--- src/hst_pkg.sv ---
// Shared types, codes and microcode ROM for the hop slot timer.
// Used by hst_core, hop_slot_timer_unit and hst_checker; no dependencies.
`timescale 1ns / 1ps
`default_nettype none

package hst_pkg;

  localparam int REQ_W   = 3;
  localparam int TIME_W  = 64;
  localparam int SLOT_W  = 32;
  localparam int TOUT_W  = 63;
  localparam int ST_W    = 3;
  localparam int CFG_W   = 32;
  localparam int CIDX_W  = 8;
  localparam int S_DATA_W = 96;  // time_us + slot_num
  localparam int M_DATA_W = 96;  // slot_out + time_out, one pad bit

  localparam logic [31:0] SLOT_LEN_RST = 32'd1000;
  localparam logic [31:0] GUARD_RST    = 32'd0;
  localparam logic [31:0] SLOT_MAX     = 32'hFFFF_FFFF;

  localparam logic [CIDX_W-1:0] REG_SLOT_LEN = 8'd0;
  localparam logic [CIDX_W-1:0] REG_GUARD    = 8'd1;

  localparam logic [REQ_W-1:0] REQ_SET        = 3'd0;
  localparam logic [REQ_W-1:0] REQ_CLEAR      = 3'd1;
  localparam logic [REQ_W-1:0] REQ_SLOT_AT    = 3'd2;
  localparam logic [REQ_W-1:0] REQ_SLOT_START = 3'd3;
  localparam logic [REQ_W-1:0] REQ_NEXT       = 3'd4;

  localparam logic [ST_W-1:0] ST_OK       = 3'd0;
  localparam logic [ST_W-1:0] ST_BAD_ARG  = 3'd1;
  localparam logic [ST_W-1:0] ST_BAD_CFG  = 3'd2;
  localparam logic [ST_W-1:0] ST_NO_SYNC  = 3'd3;
  localparam logic [ST_W-1:0] ST_BEFORE   = 3'd4;
  localparam logic [ST_W-1:0] ST_OVERFLOW = 3'd5;

  // micro-ops
  localparam logic [3:0] OP_NOP       = 4'd0;
  localparam logic [3:0] OP_CHECK     = 4'd1;
  localparam logic [3:0] OP_DIV_INIT  = 4'd2;
  localparam logic [3:0] OP_DIV_STEP  = 4'd3;
  localparam logic [3:0] OP_SLOT_ADD  = 4'd4;
  localparam logic [3:0] OP_MUL_INIT  = 4'd5;
  localparam logic [3:0] OP_MUL_STEP  = 4'd6;
  localparam logic [3:0] OP_START_ADD = 4'd7;
  localparam logic [3:0] OP_GUARD     = 4'd8;
  localparam logic [3:0] OP_EMIT      = 4'd9;

  // jump conditions
  localparam logic [2:0] C_NONE  = 3'd0;
  localparam logic [2:0] C_LOOP  = 3'd1;  // count not exhausted
  localparam logic [2:0] C_EARLY = 3'd2;  // error, or set/clear request
  localparam logic [2:0] C_REQ3  = 3'd3;  // slot start request
  localparam logic [2:0] C_NOT4  = 3'd4;  // error, or not next-switch

  localparam logic [3:0] PC_DIV  = 4'd4;
  localparam logic [3:0] PC_MUL  = 4'd7;
  localparam logic [3:0] PC_MULS = 4'd8;
  localparam logic [3:0] PC_END  = 4'd12;

  typedef struct packed {
    logic [REQ_W-1:0]  req_type;
    logic [TIME_W-1:0] time_us;
    logic [SLOT_W-1:0] slot_num;
  } req_t;

  typedef struct packed {
    logic [ST_W-1:0]   status;
    logic [SLOT_W-1:0] slot_out;
    logic [TOUT_W-1:0] time_out;
  } res_t;

  typedef struct packed {
    logic busy;
    logic done;
  } core_stat_t;

  typedef struct packed {
    logic [3:0] op;
    logic [2:0] cond;
    logic [3:0] tgt;
  } uword_t;

  function automatic uword_t hst_rom(input logic [3:0] pc);
    uword_t w;
    case (pc)
      4'd0:    w = '{op: OP_CHECK,     cond: C_NONE,  tgt: PC_END};
      4'd1:    w = '{op: OP_NOP,       cond: C_EARLY, tgt: PC_END};
      4'd2:    w = '{op: OP_NOP,       cond: C_REQ3,  tgt: PC_MUL};
      4'd3:    w = '{op: OP_DIV_INIT,  cond: C_NONE,  tgt: PC_END};
      4'd4:    w = '{op: OP_DIV_STEP,  cond: C_LOOP,  tgt: PC_DIV};
      4'd5:    w = '{op: OP_SLOT_ADD,  cond: C_NONE,  tgt: PC_END};
      4'd6:    w = '{op: OP_NOP,       cond: C_NOT4,  tgt: PC_END};
      4'd7:    w = '{op: OP_MUL_INIT,  cond: C_NONE,  tgt: PC_END};
      4'd8:    w = '{op: OP_MUL_STEP,  cond: C_LOOP,  tgt: PC_MULS};
      4'd9:    w = '{op: OP_START_ADD, cond: C_NONE,  tgt: PC_END};
      4'd10:   w = '{op: OP_NOP,       cond: C_NOT4,  tgt: PC_END};
      4'd11:   w = '{op: OP_GUARD,     cond: C_NONE,  tgt: PC_END};
      default: w = '{op: OP_EMIT,      cond: C_NONE,  tgt: PC_END};
    endcase
    return w;
  endfunction

endpackage

`default_nettype wire

--- src/hst_core.sv ---
// Microcoded sequencer and datapath of the hop slot timer: anchor state,
// restoring divider and shift-add multiplier. Depends on hst_pkg.
`timescale 1ns / 1ps
`default_nettype none

module hst_core (
  input  wire logic                      clk,
  input  wire logic                      rst,
  input  wire logic                      start,
  input  wire hst_pkg::req_t             req,
  input  wire logic [hst_pkg::CFG_W-1:0] slot_len,
  input  wire logic [hst_pkg::CFG_W-1:0] guard,
  input  wire logic                      cfg_wr,
  input  wire logic                      out_free,
  output hst_pkg::core_stat_t            stat,
  output hst_pkg::res_t                  res
);
  import hst_pkg::*;

  logic                busy;
  logic [3:0]          pc;
  logic [REQ_W-1:0]    req_type;
  logic [TIME_W-1:0]   t;
  logic [SLOT_W-1:0]   s;
  logic [ST_W-1:0]     st;
  logic [SLOT_W-1:0]   slot_res;
  logic [TOUT_W-1:0]   time_res;
  logic [31:0]         rem;
  logic [63:0]         quo;
  logic [63:0]         acc;
  logic [63:0]         mcand;
  logic [31:0]         mplier;
  logic [5:0]          cnt;
  logic [SLOT_W-1:0]   anchor_slot;
  logic [TOUT_W-1:0]   anchor_time;
  logic                in_sync;

  uword_t              uw;
  logic                take;
  logic                stall;
  logic                cfg_ok;
  logic [ST_W-1:0]     chk_st;
  logic                do_set;
  logic                do_drop;
  logic [33:0]         div_diff;
  logic                div_ge;
  logic [32:0]         slot_sum;
  logic                slot_ovf;
  logic [64:0]         start_sum;
  logic [63:0]         mul_add;

  assign uw       = hst_rom(pc);
  assign cfg_ok   = (slot_len != '0) && (guard < slot_len);
  assign div_diff = {1'b0, rem, quo[63]} - {2'b00, slot_len};
  assign div_ge   = ~div_diff[33];
  assign slot_sum = {1'b0, quo[31:0]} + {1'b0, anchor_slot}
                    + {32'd0, (req_type == REQ_NEXT)};
  assign slot_ovf = (|quo[63:32]) | slot_sum[32];
  assign start_sum = {1'b0, acc} + {2'b00, anchor_time};
  assign mul_add  = acc + mcand;

  always_comb begin
    chk_st  = ST_OK;
    do_set  = 1'b0;
    do_drop = 1'b0;
    if (!(req_type inside {REQ_SET, REQ_CLEAR, REQ_SLOT_AT, REQ_SLOT_START, REQ_NEXT})) begin
      chk_st = ST_BAD_ARG;
    end else if (!cfg_ok) begin
      chk_st = ST_BAD_CFG;
    end else if (req_type == REQ_SET) begin
      if (t[63]) chk_st = ST_BAD_ARG;
      else       do_set = 1'b1;
    end else if (req_type == REQ_CLEAR) begin
      do_drop = 1'b1;
    end else if (!in_sync) begin
      chk_st = ST_NO_SYNC;
    end else if (req_type == REQ_SLOT_START) begin
      if (s < anchor_slot) chk_st = ST_BEFORE;
    end else if (t[63] || (t[62:0] < anchor_time)) begin
      chk_st = ST_BEFORE;
    end
  end

  always_comb begin
    case (uw.cond)
      C_LOOP:  take = (cnt != '0);
      C_EARLY: take = (st != ST_OK) || (req_type == REQ_SET) || (req_type == REQ_CLEAR);
      C_REQ3:  take = (req_type == REQ_SLOT_START);
      C_NOT4:  take = (st != ST_OK) || (req_type != REQ_NEXT);
      default: take = 1'b0;
    endcase
  end

  assign stall     = (uw.op == OP_EMIT) && !out_free;
  assign stat.busy = busy;
  assign stat.done = busy && (uw.op == OP_EMIT) && out_free;

  always_comb begin
    res.status   = st;
    res.slot_out = (st == ST_OK) ? slot_res : '0;
    res.time_out = (st == ST_OK) ? time_res : '0;
  end

  // sequencer control
  always_ff @(posedge clk) begin
    if (rst) begin
      busy <= 1'b0;
      pc   <= '0;
    end else if (!busy) begin
      if (start) begin
        busy <= 1'b1;
        pc   <= '0;
      end
    end else if (uw.op == OP_EMIT) begin
      if (!stall) busy <= 1'b0;
    end else begin
      pc <= take ? uw.tgt : pc + 4'd1;
    end
  end

  // anchor state
  always_ff @(posedge clk) begin
    if (rst) begin
      anchor_slot <= '0;
      anchor_time <= '0;
      in_sync     <= 1'b0;
    end else if (cfg_wr || (busy && uw.op == OP_CHECK && do_drop)) begin
      anchor_slot <= '0;
      anchor_time <= '0;
      in_sync     <= 1'b0;
    end else if (busy && uw.op == OP_CHECK && do_set) begin
      anchor_slot <= s;
      anchor_time <= t[62:0];
      in_sync     <= 1'b1;
    end
  end

  // datapath
  always_ff @(posedge clk) begin
    if (!busy) begin
      if (start) begin
        req_type <= req.req_type;
        t        <= req.time_us;
        s        <= req.slot_num;
        st       <= ST_OK;
        slot_res <= '0;
        time_res <= '0;
      end
    end else begin
      case (uw.op)
        OP_CHECK: st <= chk_st;
        OP_DIV_INIT: begin
          rem <= '0;
          quo <= t - {1'b0, anchor_time};
          cnt <= 6'd63;
        end
        OP_DIV_STEP: begin
          rem <= div_ge ? div_diff[31:0] : {rem[30:0], quo[63]};
          quo <= {quo[62:0], div_ge};
          cnt <= cnt - 6'd1;
        end
        OP_SLOT_ADD: begin
          if (slot_ovf) begin
            st <= ST_OVERFLOW;
          end else begin
            slot_res <= slot_sum[31:0];
            s        <= slot_sum[31:0];
          end
        end
        OP_MUL_INIT: begin
          acc    <= '0;
          mcand  <= {32'd0, slot_len};
          mplier <= s - anchor_slot;
          cnt    <= 6'd31;
        end
        OP_MUL_STEP: begin
          if (mplier[0]) acc <= mul_add;
          mcand  <= {mcand[62:0], 1'b0};
          mplier <= {1'b0, mplier[31:1]};
          cnt    <= cnt - 6'd1;
        end
        OP_START_ADD: begin
          if (|start_sum[64:63]) st <= ST_OVERFLOW;
          else                   time_res <= start_sum[62:0];
        end
        OP_GUARD: time_res <= time_res - {31'd0, guard};
        default: ;
      endcase
    end
  end

endmodule

`default_nettype wire

--- src/hop_slot_timer_unit.sv ---
// Sequence, accept to tvalid: set, clear and every check-stage error end after
// the check; slot-at-time runs the divider, slot-start the multiplier, next-switch
// both (divider only on slot overflow). One word at a time: the next word is
// accepted only once the result has moved to the output register, and a full
// output register holds the core. The divider takes 64 steps, the multiplier 32.
// Reset: synchronous; clears anchor and sync, loads register defaults.
`timescale 1ns / 1ps
`default_nettype none

module hop_slot_timer_unit (
  input  wire logic                         clk,
  input  wire logic                         rst,
  input  wire logic                         s_tvalid,
  output logic                              s_tready,
  input  wire logic [hst_pkg::S_DATA_W-1:0] s_tdata,  // time_us, slot_num
  input  wire logic [hst_pkg::REQ_W-1:0]    s_tuser,  // req_type
  output logic                              m_tvalid,
  input  wire logic                         m_tready,
  output logic [hst_pkg::M_DATA_W-1:0]      m_tdata,  // slot_out, time_out, pad
  output logic [hst_pkg::ST_W-1:0]          m_tuser,  // status
  input  wire logic                         cfg_valid,
  output logic                              cfg_ready,
  input  wire logic [hst_pkg::CIDX_W-1:0]   cfg_index,
  input  wire logic [hst_pkg::CFG_W-1:0]    cfg_data
);
  import hst_pkg::*;

  logic [CFG_W-1:0] slot_len;
  logic [CFG_W-1:0] guard;
  logic             cfg_wr;
  logic             out_free;
  req_t             req;
  res_t             res;
  core_stat_t       stat;

  assign s_tready  = ~stat.busy;
  assign cfg_ready = ~stat.busy;
  assign cfg_wr    = cfg_valid & cfg_ready
                     & ((cfg_index == REG_SLOT_LEN) | (cfg_index == REG_GUARD));
  assign out_free  = ~m_tvalid | m_tready;

  assign req.req_type = s_tuser;
  assign req.time_us  = s_tdata[63:0];
  assign req.slot_num = s_tdata[95:64];

  always_ff @(posedge clk) begin
    if (rst) begin
      slot_len <= SLOT_LEN_RST;
      guard    <= GUARD_RST;
    end else if (cfg_valid && cfg_ready) begin
      if (cfg_index == REG_SLOT_LEN) slot_len <= cfg_data;
      if (cfg_index == REG_GUARD)    guard    <= cfg_data;
    end
  end

  hst_core u_core (
    .clk      (clk),
    .rst      (rst),
    .start    (s_tvalid & s_tready),
    .req      (req),
    .slot_len (slot_len),
    .guard    (guard),
    .cfg_wr   (cfg_wr),
    .out_free (out_free),
    .stat     (stat),
    .res      (res)
  );

  always_ff @(posedge clk) begin
    if (rst) begin
      m_tvalid <= 1'b0;
    end else if (stat.done) begin
      m_tvalid <= 1'b1;
    end else if (m_tready) begin
      m_tvalid <= 1'b0;
    end
  end

  always_ff @(posedge clk) begin
    if (stat.done) begin
      m_tuser <= res.status;
      m_tdata <= {1'b0, res.time_out, res.slot_out};
    end
  end

endmodule

`default_nettype wire

--- config.mk ---
export PLATFORM = sky130hd
export DESIGN_NAME = hop_slot_timer_unit
export DESIGN_NICKNAME = d
export VERILOG_FILES = /design/src/hst_pkg.sv /design/src/hst_core.sv /design/src/hop_slot_timer_unit.sv
export SDC_FILE = /design/constraint.sdc
export NUM_CORES = 2
export LEC_CHECK = 0
export ABC_AREA = 1
export ABC_CLOCK_PERIOD_IN_PS = 16100
export BUFFER_PORTS_ARGS = -buffer_cell sky130_fd_sc_hd__buf_2
export CAP_MARGIN = 20
export CORE_MARGIN = 5
export CORE_UTILIZATION = 35
export DETAILED_ROUTE_END_ITERATION = 7
export HOLD_SLACK_MARGIN = 0.12
export PLACE_DENSITY = 0.48
export SYNTH_ARGS = -nofsm -noshare
export SYNTH_HDL_FRONTEND = slang
export SYNTH_SLANG_ARGS = --single-unit
--- constraint.sdc ---
create_clock -name clk -period 16.1 [get_ports clk]
set_clock_uncertainty 0.15 [all_clocks]
set_input_delay 0 -clock clk [delete_from_list [all_inputs] [get_ports clk]]
set_output_delay 0 -clock clk [all_outputs]
set_load 0.05 [all_outputs]
==> reports/results.ini <==
[critical_path]
reg2reg_from=u_core.anchor_time[2]$_SDFFE_PP0P_
path_class=reg -> reg
crit-reg2reg-capture=u_core.st[2]$_SDFFCE_PN0P_
reg2reg_slack_ns=11.79
setup.worst_path.end_class=register
cp.required_ns=16.51
worst_setup_path_start_kind=register
critical_path_peak_fanout=6
crit_arrival_ns=4.72
rr_worst_depth=18

[placed_design]
dpl.cell_count=10100
hpwl_um=191000
port-buffer-count=244
routabilityCongestion=1.00

[synthesis]
synth-edff-count=557
synth-seq-cells=733
syn_inst=7939
postSynth.asyncResetShare_pct=0
syn_area_mm2=0.0541
synth.distinct_cells=52
synth_area_per_cell_um2=6.82
synthFlopType=edfxtp_1
synth_top_cells_by_count=2316 x nand2_1, 1243 x inv_1, 1120 x nor2_1
synth_top_area_share_pct=30.9
syn_nets=8447
ys_seq_area_share_pct=37.4
ys.warnings.count=0
synth_top_area_cell=edfxtp_1
yosys-top-cells-area=edfxtp_1 31%, nand2_1 16%, inv_1 8.6%
yosysMostFrequentCell=nand2_1

[floorplanning]
die_area_mm2=0.163
die_h_um=403
die_w_um=403
coreArea_mm2=0.154
design.portCount=246
start_util_pct=35.2
rows=144

[clocking]
ctsLongestPathBuffers=3
htreeDepth=3
cts_buffers=93
clkSinkCount=733
path_clk_slew_ns=0.06
cts_setup_buffers=0
cts_tree=yes
clk_latency_ns=0.72
cts.repair.resized=0
root_buffer=clkbuf_16

[routing]
wl_um=232000
drt-pass1-iter-count=8
viasPerCell=5.10
wire_per_inst_um=21.9
route.vias.total=53900
drcViolationCount=0
antenna_left=0
first_iter_violations=4479

[timing]
setup-violations-final=0
period_share_pct=26.8
slew_headroom_pct=27.3
rsz0062_at_grt=false
whs_ns=0.213
setup-tns-final_ns=0
slew_violations=0
worstMarginPinSlew_ns=1.09
hold_viol=0
timing.fmax_mhz=232
fin_crit_ns=4.31

[global_routing]
grt_max_degree=109
grt_antenna_before_repair=9
grt_pass1_vias=52000
grt_overflow=0
grt_pass1_wl_um=337000
grt.total_usage_pct=27.5

[power]
ir_worst_vdd_mv=0.0796
power_density_mw_per_mm2=91.6
p_clk_share_pct=36.9
p_sw_share_pct=34.1
internal-power_mw=3.83
p_seq_share_pct=38.9
p_comb_share_pct=24.3
finalPower_mw=5.82
power_switching_mw=1.99
p_leak_nw=29.2

[finish]
multi_input_area_mm2=0.0286
final_layout_size_suffix_gt1_share_pct=5.57
nFillCells=16400
area_delta_synth_final_pct=17.3
final_util_pct=41.3
layout.cells.non_filler=10600
nets=8960
register_area_mm2=0.0203

[min_path]
holdPathEnd=u_core.s[0]$_DFFE_PP_
hold_depth=4
min_path_type=in -> reg
hold_start=s_tdata[64]

[outcome]
status=finished clean

[run]
maxCapViolCount=0

[routing by layer]
| metal | global-route usage, % | wire length (um) |
|---|---|---|
| met5 | 0 | 42 |
| met3 | 3.01 | 11500 |
| met2 | 45.2 | 105000 |
| met4 | 8.84 | 8180 |
| met1 | 38.0 | 107000 |
[cell type report]
cell class | count | share of cell area (%)
Sequential cell | 733 | 31.9
Antenna cell | 5 | 0.0197
Tap cell | 2044 | 4.03
Inverter | 1248 | 7.39
Multi-Input combinational cell | 5819 | 45.1
Timing Repair Buffer | 557 | 6.79
Clock inverter | 48 | 0.741
Clock buffer | 122 | 4.10
[layout by cell type (no fill, tap or decap), types with 30 or more instances in the layout]
cell,Yosys,final
o21ai_0,436,435
nand3b_1,35,35
xor2_1,43,43
inv_1,1243,1241
xnor2_1,31,31
clkbuf_16,0,97
o21bai_1,40,40
nor3_1,93,92
nand2_1,2316,2313
buf_2,30,244
nor2_1,1120,1118
dfxtp_1,176,175
a21oi_1,655,654
nand3_1,426,426
edfxtp_1,557,557
dlygate4sd3_1,0,285
nand4_1,74,74
or2_2,30,30
ha_1,356,356
[worst max-delay path, stage by stage (launching register included)]
cell	delay (ns)
dfxtp_1	0.39
inv_1	0.09
ha_1	0.40
a21oi_1	0.22
nand2_1	0.22
nand2_1	0.11
nand3_1	0.19
nand3_1	0.12
nand3_1	0.21
nand2_1	0.22
nand3_1	0.19
nand3_1	0.11
nand2_1	0.34
ha_1	0.36
a2111oi_0	0.44
nand4_1	0.14
nor2_1	0.12
nor2_1	0.05
nor2_1	0.07
[kinds of logic after synthesis]
| group | share of synthesized area (%) |
|---|---|
| simple gates | 30.9 |
| flops | 37.4 |
| xor+xnor | 1.20 |
| other cells | 0.00693 |
| fa+ha+maj | 8.53 |
| compound gates | 12.1 |
| buf+inv | 9.82 |
[worst max path at each step]
stage | start | slack (ns) | endpoint | cells after the start
finish | u_core.anchor_time[2]$_SDFFE_PP0P_ | 11.79 | u_core.st[2]$_SDFFCE_PN0P_ | 18
global route | u_core.anchor_time[2]$_SDFFE_PP0P_ | 11.51 | u_core.st[2]$_SDFFCE_PN0P_ | 18
CTS | u_core.anchor_time[2]$_SDFFE_PP0P_ | 11.85 | u_core.st[2]$_SDFFCE_PN0P_ | 18
detailed placement | u_core.anchor_time[2]$_SDFFE_PP0P_ | 11.87 | u_core.st[2]$_SDFFCE_PN0P_ | 18
global placement | u_core.anchor_time[2]$_SDFFE_PP0P_ | 11.81 | u_core.st[2]$_SDFFCE_PN0P_ | 18
floorplan | u_core.busy$_SDFF_PP0_ | 5.03 | m_tdata[0]$_SDFFCE_PP0P_ | 4
[per-stage QoR]
stage,instance area (um2),worst slack (ns)
after global routing,63500,11.51
final,63500,11.79
after detailed placement,57500,11.87
after CTS,63400,11.85
after global placement,57500,11.81
after floorplan,54100,5.03
[sequential cells by signal (all words and copies together), names as in the netlist, 6 cells and up]
register            flops
u_core.mcand           64
u_core.s               32
u_core.time_res        63
guard                  32
m_tdata                95
u_core.quo             64
u_core.acc             64
u_core.mplier          32
u_core.anchor_slot     32
u_core.t               64
u_core.rem             32
u_core.slot_res        32
u_core.cnt              6
slot_len               32
u_core.anchor_time     63
u_core.uw              10
[power by group through the flow]
stage | registers (mW) | logic [mW] | clock network, mW
after floorplan | 2.27 | 0.863 | 0
after CTS | 2.26 | 1.41 | 2.20
after global routing | 2.27 | 1.56 | 2.27
after detailed placement | 2.30 | 1.35 | 0
final | 2.26 | 1.41 | 2.15
after global placement | 2.30 | 1.36 | 0
[what timing repair did]
action | in CTS | in global routing
setup endpoints to repair | 0 | 0
hold buffers | 280 | 5
endpoints found under the hold margin | 201 | 34
Note: power is estimated with default switching activity, not from simulation.
